### config.mk
export PLATFORM = sky130hd
export DESIGN_NAME = mkf_queue
export DESIGN_NICKNAME = d
export VERILOG_FILES = /design/src/design/mkf_pkg.sv /design/src/design/mkf_queue.sv
export SDC_FILE = /design/constraint.sdc
export NUM_CORES = 1
export LEC_CHECK = 0
export BUFFER_PORTS_ARGS = -buffer_cell sky130_fd_sc_hd__buf_2
export CORE_MARGIN = 4
export CORE_UTILIZATION = 56
export CTS_CLUSTER_SIZE = 25
export DETAILED_ROUTE_END_ITERATION = 8
export GPL_ROUTABILITY_DRIVEN = 1
export MAX_ROUTING_LAYER = met4
export PLACE_DENSITY = 0.91
export SLEW_MARGIN = 0
export SYNTH_ARGS = -nofsm -noshare
export SYNTH_HDL_FRONTEND = slang
export SYNTH_SLANG_ARGS = --single-unit
### constraint.sdc
create_clock -name clk -period 6.9 [get_ports clk]
set_input_delay 0 -clock clk [delete_from_list [all_inputs] [get_ports clk]]
set_output_delay 0 -clock clk [all_outputs]
set_load 0.05 [all_outputs]
### src/design/mkf_pkg.sv
// ----------------------------------------------------------------------------
// Median and Kalman force filter package
// Shared constants, register indexes and the queue beat type.
// ----------------------------------------------------------------------------
package mkf_pkg;

  localparam int MAX_WINDOW_DEF = 16;

  localparam logic [4:0]  WINDOW_LEN_RST    = 5'd5;
  localparam logic [31:0] PROCESS_NOISE_RST = 32'd16777;
  localparam logic [31:0] MEASURE_NOISE_RST = 32'd1677722;
  localparam logic [31:0] COV_RST           = 32'd16777216;

  localparam logic [24:0] ONE_Q24  = 25'h100_0000;
  localparam int          FRAC_W   = 24;

  typedef enum logic [1:0] {
    REG_WINDOW_LEN    = 2'd0,
    REG_PROCESS_NOISE = 2'd1,
    REG_MEASURE_NOISE = 2'd2,
    REG_UNUSED        = 2'd3
  } reg_idx_t;

  // One median handed from the front to the back.
  typedef struct packed {
    logic        valid;
    logic [31:0] median;
  } med_beat_t;

endpackage

### src/design/mkf_queue.sv
// ----------------------------------------------------------------------------
// Median queue
// Two-entry queue of medians between the front end and the filter.
// ----------------------------------------------------------------------------
module mkf_queue (
  input  logic               clk,
  input  logic               rst_n,
  input  mkf_pkg::med_beat_t push,
  output logic               full,
  input  logic               pop,
  output logic               not_empty,
  output logic [31:0]        head
);
  import mkf_pkg::*;

  logic [31:0] slot_r [2];
  logic [1:0]  cnt_r;
  logic        do_push;
  logic        do_pop;

  assign full      = (cnt_r == 2'd2);
  assign not_empty = (cnt_r != 2'd0);
  assign head      = slot_r[0];
  assign do_push   = push.valid && !full;
  assign do_pop    = pop && not_empty;

  always_ff @(posedge clk) begin
    if (!rst_n) begin
      cnt_r <= 2'd0;
    end else begin
      cnt_r <= cnt_r + {1'b0, do_push} - {1'b0, do_pop};
    end
  end

  // A push and a pop together only happen with one entry held, so the new
  // median lands straight in the head slot.
  always_ff @(posedge clk) begin
    if (do_pop) begin
      if (do_push && cnt_r == 2'd1) begin
        slot_r[1'b0] <= push.median;
      end else begin
        slot_r[1'b0] <= slot_r[1'b1];
      end
    end else if (do_push) begin
      if (cnt_r == 2'd0) begin
        slot_r[1'b0] <= push.median;
      end else begin
        slot_r[1'b1] <= push.median;
      end
    end
  end

endmodule

==> results.md <==
* Xor/xnor share of the synthesized area at 0.00640
* Highest metal used: met4
* Post-synthesis mux area share at 0.138
* Clk_lat worst skew at about 330 ps
* Yosys cell types at 17
* Mapped Cells at 149
* Simple-Gate Fraction of Synth Area at 0.0224
* Setup violators final at 0
* Nets at 265
* DP Worst Slack at 4920 ps
* Fin worst setup slack at 4940 ps
* Max FO, Critical Path at 32
* Clk root buf: clkbuf_8
* Core area at 0.00472 mm2
* Number of global-route vias before repair at 1467
* CP endpoint kind: register
* Switching Power at around 0.00048 W
* Syn-to-layout area delta at 23.1%
* CP delay by family, top: compound AO/OA/AOI/OAI gates
* Final max-slew violation count at 0
* Largest family of logic cells by synthesized area: multiplexers
* Slew Limit Headroom at 0.306
* Die Area at 0.00607 mm2
* Setup tns final at 0 ps
* Post-route ant nets at 0
* Residual DRC count at 0
* Seq cells post-synth at 66
* Final design instance area without fill at 0.00337 mm2
* Total track usage at 0.171
* CTS tree: done
* H-Tree Level Count at 3
* Chip width at 77.9 um
* Final wirelength at around 4.7 mm
* Post-synthesis compound-gate area fraction at 0.00594
* Worst vdd ir at 0.000282 V
* Critical-path cell list: nor2b_4 -> o21ai_4 -> mux2_2
* GPL Wtd Cong at 0.688
* CP bufs+invs at 0
* Worst-path clk slew at 60 ps
* Layout cells sized above 1 at 0.507
* Max cap viols at 0
* Via density at ~4.7
* # IOs at 70
* Pleak at between 1 and 1.5 nW
* WL met3 at 141 um
* Sequential element share of the synthesized area at 0.716
* Post-CTS Hold Buffers at 33
* Mapped Avg Cell Area at 18.4 um2
* Die height at 77.9 um
* Post-DP HPWL at around 2.7 mm
* # diodes at 0
* Clk sinks at 66
* Vias after detailed routing at roughly 1400
* WP data required at 6970 ps
* Grt ovf at 0
* Worst Tran Pin Value at 1040 ps
* Fin crit period at 1960 ps
* Cts bufs inserted at 9
* CP Class: reg2reg
* Largest net degree at the start of global routing at 33
* Async S/R FF share, synth at 0
* Max clock buf depth at 2
* Logic gate share of total power at 0.360
* Site Rows at 25
* Syn nets at 187
* Post-route clock period utilization at 0.284
* Clock Skews at ~4 ps
* Met2 WL at around 2.5 mm
* R2R Setup Slk at 4940 ps
* Final Hold Slack at 225 ps
* Initial Utilization at 0.580
* Cell Pwr Density at 380 mW/mm2
* Synth Flop Type: edfxtp_1
* Antenna violations before repair at 0
* Hold Crit Class: in2reg
* First-pass GRT wire length at 7.30 mm
* DR iter-0 viols at about 70
* Post-Syn Area at roughly 0.0027 mm2
* I/O Buffers at 69
* RSZ-0062 raised after global routing: no
* Cell Area, Placed at between 0.002 and 0.003 mm2
* Worst path max stage delay at 790 ps
* Worst path arrival time at 2030 ps
* Routed WL per cell at 15.8 um
* Post-synth EDFFs at 64
* Post-Synth Adder-Cell Area at 0.00914
* CTS resizes at 0
* Wire length on met1 at 1.90 mm
* Sw Share at 0.373
* Share of total power in sequential cells at 0.444
* Run status: completed
* Max Clock Freq at 510 MHz
* Clk pwr share at 0.195
* Critical path's slowest cell: o21ai_4
* Iteration count of the initial detailed-routing pass at 4
* Startpoint class of the critical path: register
* Warnings, synthesis at 0
* Final-report hold violation count at 0
* Post-CTS Setup Bufs at 0
* Internal at around 0.00080 W
[final cells by class]
class / count / area [um2]
Inverter: 1 / 3.75
Timing Repair Buffer: 102 / 676
Tap cell: 67 / 83.8
Sequential cell: 66 / 1960
Fill cell: 310 / 1350
Multi-Input combinational cell: 47 / 507
Clock buffer: 12 / 135
Clock inverter: 1 / 5.00
[cells in the final DEF, fill, tap and decap left out, drive strengths merged]
master        n
mux2         33
nand2         1
or2b          1
o21ai         1
ha            2
clkbuf       12
or2           1
dfxtp         2
xnor2         2
nor2          1
dlygate4sd3  33
and2          3
clkinv        1
edfxtp       64
and2b         1
buf          69
nor2b         1
inv           1
[stage by stage]
| step | instances | utilization | total power [W] |
|---|---|---|---|
| 2_1_floorplan | 149 | - | 0.00101 |
| 3_3_place_gp | 250 | 0.614 | 0.00102 |
| 3_5_place_dp | 250 | 0.614 | 0.00103 |
| 4_1_cts | 296 | 0.714 | 0.00129 |
| 5_1_grt | 296 | 0.714 | 0.00134 |
| 6_report | 296 | 0.714 | 0.00128 |
[state kept, by name, indices dropped and copies added, names as in the netlist]
signal / flops
cnt_r: 2
slot_r: 64
[synthesized netlist by cell type, types with 2 or more instances]
cell       n  area share
xnor2_1    2      0.0064
ha_1       2      0.0091
mux2_2    31        0.13
edfxtp_1  64        0.70
mux2_4     2       0.011
buf_4     32       0.088
dfxtp_1    2       0.015
and2_1     3      0.0069
buf_6      3       0.012
[routing by layer]
metal / global-route usage / vias to the layer above
met5: - / -
met4: 0.110 / 0
met3: 0.0244 / 12
met2: 0.293 / 38
met1: 0.187 / 670
li1: - / 673
[final timing paths]
check                                    from            end  cells past startpoint
worst max-delay path                 cnt_r[0]  slot_r[0][17]                      3
worst min-delay path                      pop  slot_r[0][61]                      2
worst max register to register       cnt_r[0]  slot_r[0][17]                      3
worst min register to register  slot_r[0][34]   slot_r[0][2]                      1
[cell families (layout without fill, tap and decap cells)]
family,Yosys count,after routing
flops,66,66
buf+inv,36,116
mux,33,33
simple gates,9,9
fa+ha+maj,2,2
xor+xnor,2,2
compound gates,1,1
[power groups by stage]
stage	clock, W	sequential [W]	combinational, W
floorplan	0	0.000572	0.000438
global placement	0	0.000575	0.000443
detailed placement	0	0.000577	0.000451
CTS	0.000256	0.000570	0.000466
global route	0.000278	0.000576	0.000485
finish	0.000250	0.000569	0.000462
Power figures use the tool's default switching activity.
