<file path="config.mk">
export PLATFORM = sky130hd
export DESIGN_NAME = mkf_front
export DESIGN_NICKNAME = d
export VERILOG_FILES = /design/src/design/mkf_pkg.sv /design/src/design/mkf_front.sv
export SDC_FILE = /design/constraint.sdc
export NUM_CORES = 2
export LEC_CHECK = 0
export BUFFER_PORTS_ARGS = -buffer_cell sky130_fd_sc_hd__buf_2
export CELL_PAD_IN_SITES_DETAIL_PLACEMENT = 0
export CELL_PAD_IN_SITES_GLOBAL_PLACEMENT = 1
export CORE_ASPECT_RATIO = 2
export CORE_MARGIN = 5
export CORE_UTILIZATION = 40
export CTS_BUF_LIST = sky130_fd_sc_hd__clkbuf_16
export CTS_CLUSTER_SIZE = 12
export DETAILED_ROUTE_END_ITERATION = 12
export HOLD_SLACK_MARGIN = 0.12
export PLACE_DENSITY_LB_ADDON = 0.1
export SLEW_MARGIN = 30
export SYNTH_ARGS = -nofsm -noshare
export SYNTH_HDL_FRONTEND = slang
export SYNTH_SLANG_ARGS = --single-unit
</file>
<file path="constraint.sdc">
create_clock -name clk -period 29.6 [get_ports clk]
set_clock_uncertainty 0.2 [all_clocks]
set_input_delay 2.96 -clock clk [delete_from_list [all_inputs] [get_ports clk]]
set_output_delay 2.96 -clock clk [all_outputs]
set_load 0.05 [all_outputs]
</file>
<file path="src/design/mkf_pkg.sv">
// ----------------------------------------------------------------------------
// Median and Kalman force filter package
// Shared constants, register indexes and the queue beat type.
// ----------------------------------------------------------------------------
package mkf_pkg;

  localparam int MAX_WINDOW_DEF = 16;

  localparam logic [4:0]  WINDOW_LEN_RST    = 5'd5;
  localparam logic [31:0] PROCESS_NOISE_RST = 32'd16777;
  localparam logic [31:0] MEASURE_NOISE_RST = 32'd1677722;
  localparam logic [31:0] COV_RST           = 32'd16777216;

  localparam logic [24:0] ONE_Q24  = 25'h100_0000;
  localparam int          FRAC_W   = 24;

  typedef enum logic [1:0] {
    REG_WINDOW_LEN    = 2'd0,
    REG_PROCESS_NOISE = 2'd1,
    REG_MEASURE_NOISE = 2'd2,
    REG_UNUSED        = 2'd3
  } reg_idx_t;

  // One median handed from the front to the back.
  typedef struct packed {
    logic        valid;
    logic [31:0] median;
  } med_beat_t;

endpackage

</file>
<file path="src/design/mkf_front.sv">
// ----------------------------------------------------------------------------
// Median front end
// Holds the newest samples in a shift line and finds the median by rank scan.
// ----------------------------------------------------------------------------
module mkf_front #(
  parameter int MAX_WINDOW = mkf_pkg::MAX_WINDOW_DEF
) (
  input  logic                clk,
  input  logic                rst_n,
  input  logic                in_valid,
  output logic                in_ready,
  input  logic [31:0]         in_sample,
  input  logic [4:0]          window_len,
  input  logic                q_full,
  output mkf_pkg::med_beat_t  push
);
  import mkf_pkg::*;

  localparam int CNT_W = $clog2(MAX_WINDOW + 1);

  typedef enum logic [1:0] {F_IDLE, F_SCAN, F_PUSH} fstate_t;

  fstate_t           state_r;
  logic signed [31:0] win_r  [MAX_WINDOW];
  logic signed [31:0] cand_r [MAX_WINDOW];
  logic [CNT_W-1:0]  fill_r;
  logic [CNT_W-1:0]  n_r;
  logic [31:0]       med_r;

  logic [CNT_W-1:0]  fill_nxt;
  logic [CNT_W-1:0]  win_eff;
  logic [CNT_W-1:0]  n_nxt;
  logic [CNT_W-1:0]  rank;
  logic [CNT_W-1:0]  less_cnt;
  logic [CNT_W:0]    le_cnt;
  logic [MAX_WINDOW-1:0] lt_vec;
  logic [MAX_WINDOW-1:0] eq_vec;
  logic              found;
  logic              accept;

  assign accept   = in_valid && in_ready;
  assign in_ready = (state_r == F_IDLE);
  assign push.valid  = (state_r == F_PUSH);
  assign push.median = med_r;

  always_comb begin
    fill_nxt = (int'(fill_r) < MAX_WINDOW) ? fill_r + 1'b1 : fill_r;
    if (window_len == 5'd0) begin
      win_eff = CNT_W'(1);
    end else if (int'(window_len) > MAX_WINDOW) begin
      win_eff = CNT_W'(MAX_WINDOW);
    end else begin
      win_eff = CNT_W'(window_len);
    end
    n_nxt = (fill_nxt < win_eff) ? fill_nxt : win_eff;
  end

  // Compare the current candidate with every sample inside the window at once.
  always_comb begin
    for (int j = 0; j < MAX_WINDOW; j++) begin
      lt_vec[j] = (j < int'(n_r)) && (win_r[j] < cand_r[0]);
      eq_vec[j] = (j < int'(n_r)) && (win_r[j] == cand_r[0]);
    end
    rank     = n_r >> 1;
    less_cnt = CNT_W'($countones(lt_vec));
    le_cnt   = (CNT_W+1)'($countones(lt_vec)) + (CNT_W+1)'($countones(eq_vec));
    found    = (less_cnt <= rank) && ({1'b0, rank} < le_cnt);
  end

  always_ff @(posedge clk) begin
    if (!rst_n) begin
      state_r <= F_IDLE;
      fill_r  <= '0;
    end else begin
      unique case (state_r)
        F_IDLE: begin
          if (accept) begin
            win_r[0]  <= in_sample;
            cand_r[0] <= in_sample;
            for (int j = 1; j < MAX_WINDOW; j++) begin
              win_r[j]  <= win_r[j-1];
              cand_r[j] <= win_r[j-1];
            end
            fill_r  <= fill_nxt;
            n_r     <= n_nxt;
            state_r <= F_SCAN;
          end
        end
        F_SCAN: begin
          if (found) begin
            med_r   <= cand_r[0];
            state_r <= F_PUSH;
          end else begin
            // Rotate so the next newest sample becomes the candidate.
            for (int j = 0; j < MAX_WINDOW - 1; j++) begin
              cand_r[j] <= cand_r[j+1];
            end
            cand_r[MAX_WINDOW-1] <= cand_r[0];
          end
        end
        F_PUSH: begin
          if (!q_full) begin
            state_r <= F_IDLE;
          end
        end
        default: state_r <= F_IDLE;
      endcase
    end
  end

endmodule

</file>
==> results.json <==
{
  "num_io_pins": 75,
  "cts_tree": "built",
  "setup_violations": 0,
  "first_global_vias": 30000,
  "postCtsHoldBufs": 0,
  "die_w_um": 263,
  "post-route-period-util_pct": 42.4,
  "port_buffers": 74,
  "final_util_pct": 44.5,
  "fin_crit_ns": 12.56,
  "antenna_found_initial": 3,
  "syn_inst": 3235,
  "yosysSeqAreaShare_pct": 62.6,
  "status": "finished, final reports clean",
  "grt_max_degree": 168,
  "path_max_fanout": 142,
  "insertion_delay_ns": 0.72,
  "routed_via_density": 5.40,
  "worst-path-buf-inv": 6,
  "gp_congestion": 0.838,
  "drcViolationCount": 0,
  "min_path_type": "register to register",
  "die_h_um": 515,
  "hpwl_um": 92400,
  "criticalPathCategory": "register to register",
  "post-place-ws_ns": 16.84,
  "synth_edf_count": 1061,
  "layout-drive-gt1-share_pct": 13.6,
  "critPathLaunchType": "register",
  "hold_viol": 0,
  "cpMaxStageDelayCell": "buf_4",
  "seq_area_um2": 32000,
  "cts_buffers": 105,
  "layout_commonest_cell": "edfxtp_1",
  "ys_seq_elements": 1068,
  "worst_slew_pin_slew_ns": 0.962,
  "row_count": 185,
  "clk_pin_slew_ns": 0.06,
  "area_growth_syn_to_layout_pct": 10.7,
  "synth-warning-count": 0,
  "multi_input_area_um2": 18200,
  "grt_pass1_wl_um": 191000,
  "design.core.area_um2": 127000,
  "netlist_area_um2": 51100,
  "cts_resized": 0,
  "synth-main-ff-cell": "edfxtp_1",
  "fin_ws_ns": 17.04,
  "cp_top_family": "adder cells",
  "cts-root-buf": "clkbuf_16",
  "rsz0062_at_grt": "false",
  "crit_required_ns": 29.74,
  "routedWlPerCell_um": 24.9,
  "syn_nets": 3835,
  "ys_types": 68,
  "final_area_um2": 56500,
  "fillers": 11200,
  "grtUsageTotal_pct": 18.5,
  "drt-initial-drc-count": 1548,
  "cts-htree-levels": 3,
  "die_area_um2": 135000,
  "drtPass1Iterations": 6,
  "cp_common_cell": "fa_1",
  "vias": 27800,
  "wirelength_um": 128000,
  "maxSlewViolCount": 0,
  "postCtsSetupBuffers": 0,
  "max_clock_freq_mhz": 79.6,
  "crit_arrival_ns": 12.70,
  "ant_nets": 0,
  "overflow": 0,
  "most-common-layout-cells": "edfxtp_1 (1061), ha_1 (537), mux2_1 (278), mux2_2 (208), a21oi_1 (188)",
  "cp-end-kind": "register",
  "slew_headroom_pct": 35.9,
  "cts.sinks": 1068,
  "maxCapViolations": 0,
  "tns_ns": 0,
  "syn_area_per_cell_um2": 15.8,
  "synthArstFlopShare_pct": 0,
  "cp_slowest_stage_delay_ns": 0.82,
  "layout.nets": 4005,
  "cts_buffer_depth": 3,
  "start_util_pct": 40.2,
  "postPlaceCellArea_um2": 53400
}
flip-flops by register name (all words and copies together), names as in the netlist:
name,count
fill_r,5
med_r,32
cand_r,512
n_r,5
state_r,2
win_r,512
metal layers:
layer	global-route usage, %	part of all wire, %	routed length [um]
met1	19.9	37	47900
met2	36.7	57	72800
met3	2.20	2.6	3380
met5	0	0.010	13
met4	6.53	3.3	4280
cells by family (layout without fill, tap and decap cells):
family	after synthesis	in the layout	share of synthesized area [%]
flops	1068	1068	62.6
fa+ha+maj	559	559	14.0
mux	495	495	10.9
buf+inv	163	389	1.86
xor+xnor	8	8	0.137
compound gates	452	452	5.50
simple gates	490	490	4.95
other cells	0	2	0
cell type report:
type,count,area share [%]
antenna,2,0.00885
clock buffer,105,4.65
clock inverter,58,0.591
inverter,99,0.657
multi-input combinational,2004,32.1
sequential,1068,56.6
tap,1683,3.73
timing repair buffer,127,1.64
cell usage after synthesis (all sizes together) (11+ instances only):
cell type | count | area share, %
edfxtp | 1061 | 62
ha | 537 | 13
mux2 | 486 | 11
a21oi | 189 | 1.9
nand2 | 153 | 1.1
inv | 99 | 0.73
o21ai | 92 | 0.90
nand4 | 81 | 0.99
nor2 | 61 | 0.45
nand3 | 52 | 0.51
a21o | 48 | 0.71
buf | 47 | 1.0
nor2b | 31 | 0.38
nor3 | 25 | 0.24
a221oi | 22 | 0.38
and4 | 22 | 0.38
fa | 22 | 0.86
o211ai | 19 | 0.28
clkbuf | 17 | 0.12
nor4 | 14 | 0.17
o21a | 14 | 0.21
a221o | 11 | 0.22
stage by stage:
step           hold slack [ns]  std cells
6_report                 0.239       5146
5_1_grt                  0.251       5145
4_1_cts                  0.240       5140
3_5_place_dp             0.232       4977
3_3_place_gp             0.231       4977
2_1_floorplan            0.226       3235
final timing paths:
| kind | startpoint | end | slack [ns] | cells past startpoint |
|---|---|---|---|---|
| max | cand_r[0][19]$_DFFE_PP_ | cand_r[0][7]$_DFFE_PP_ | 17.04 | 31 |
| min | cand_r[0][18]$_DFFE_PP_ | med_r[18]$_DFFE_PP_ | 0.24 | 0 |
| max reg2reg | cand_r[0][19]$_DFFE_PP_ | cand_r[0][7]$_DFFE_PP_ | 17.04 | 31 |
| min reg2reg | cand_r[0][18]$_DFFE_PP_ | med_r[18]$_DFFE_PP_ | 0.24 | 0 |
Power is left out: the tool's default activity adds up to more than one toggle a clock period on the data nets, which glitch-free logic cannot reach.
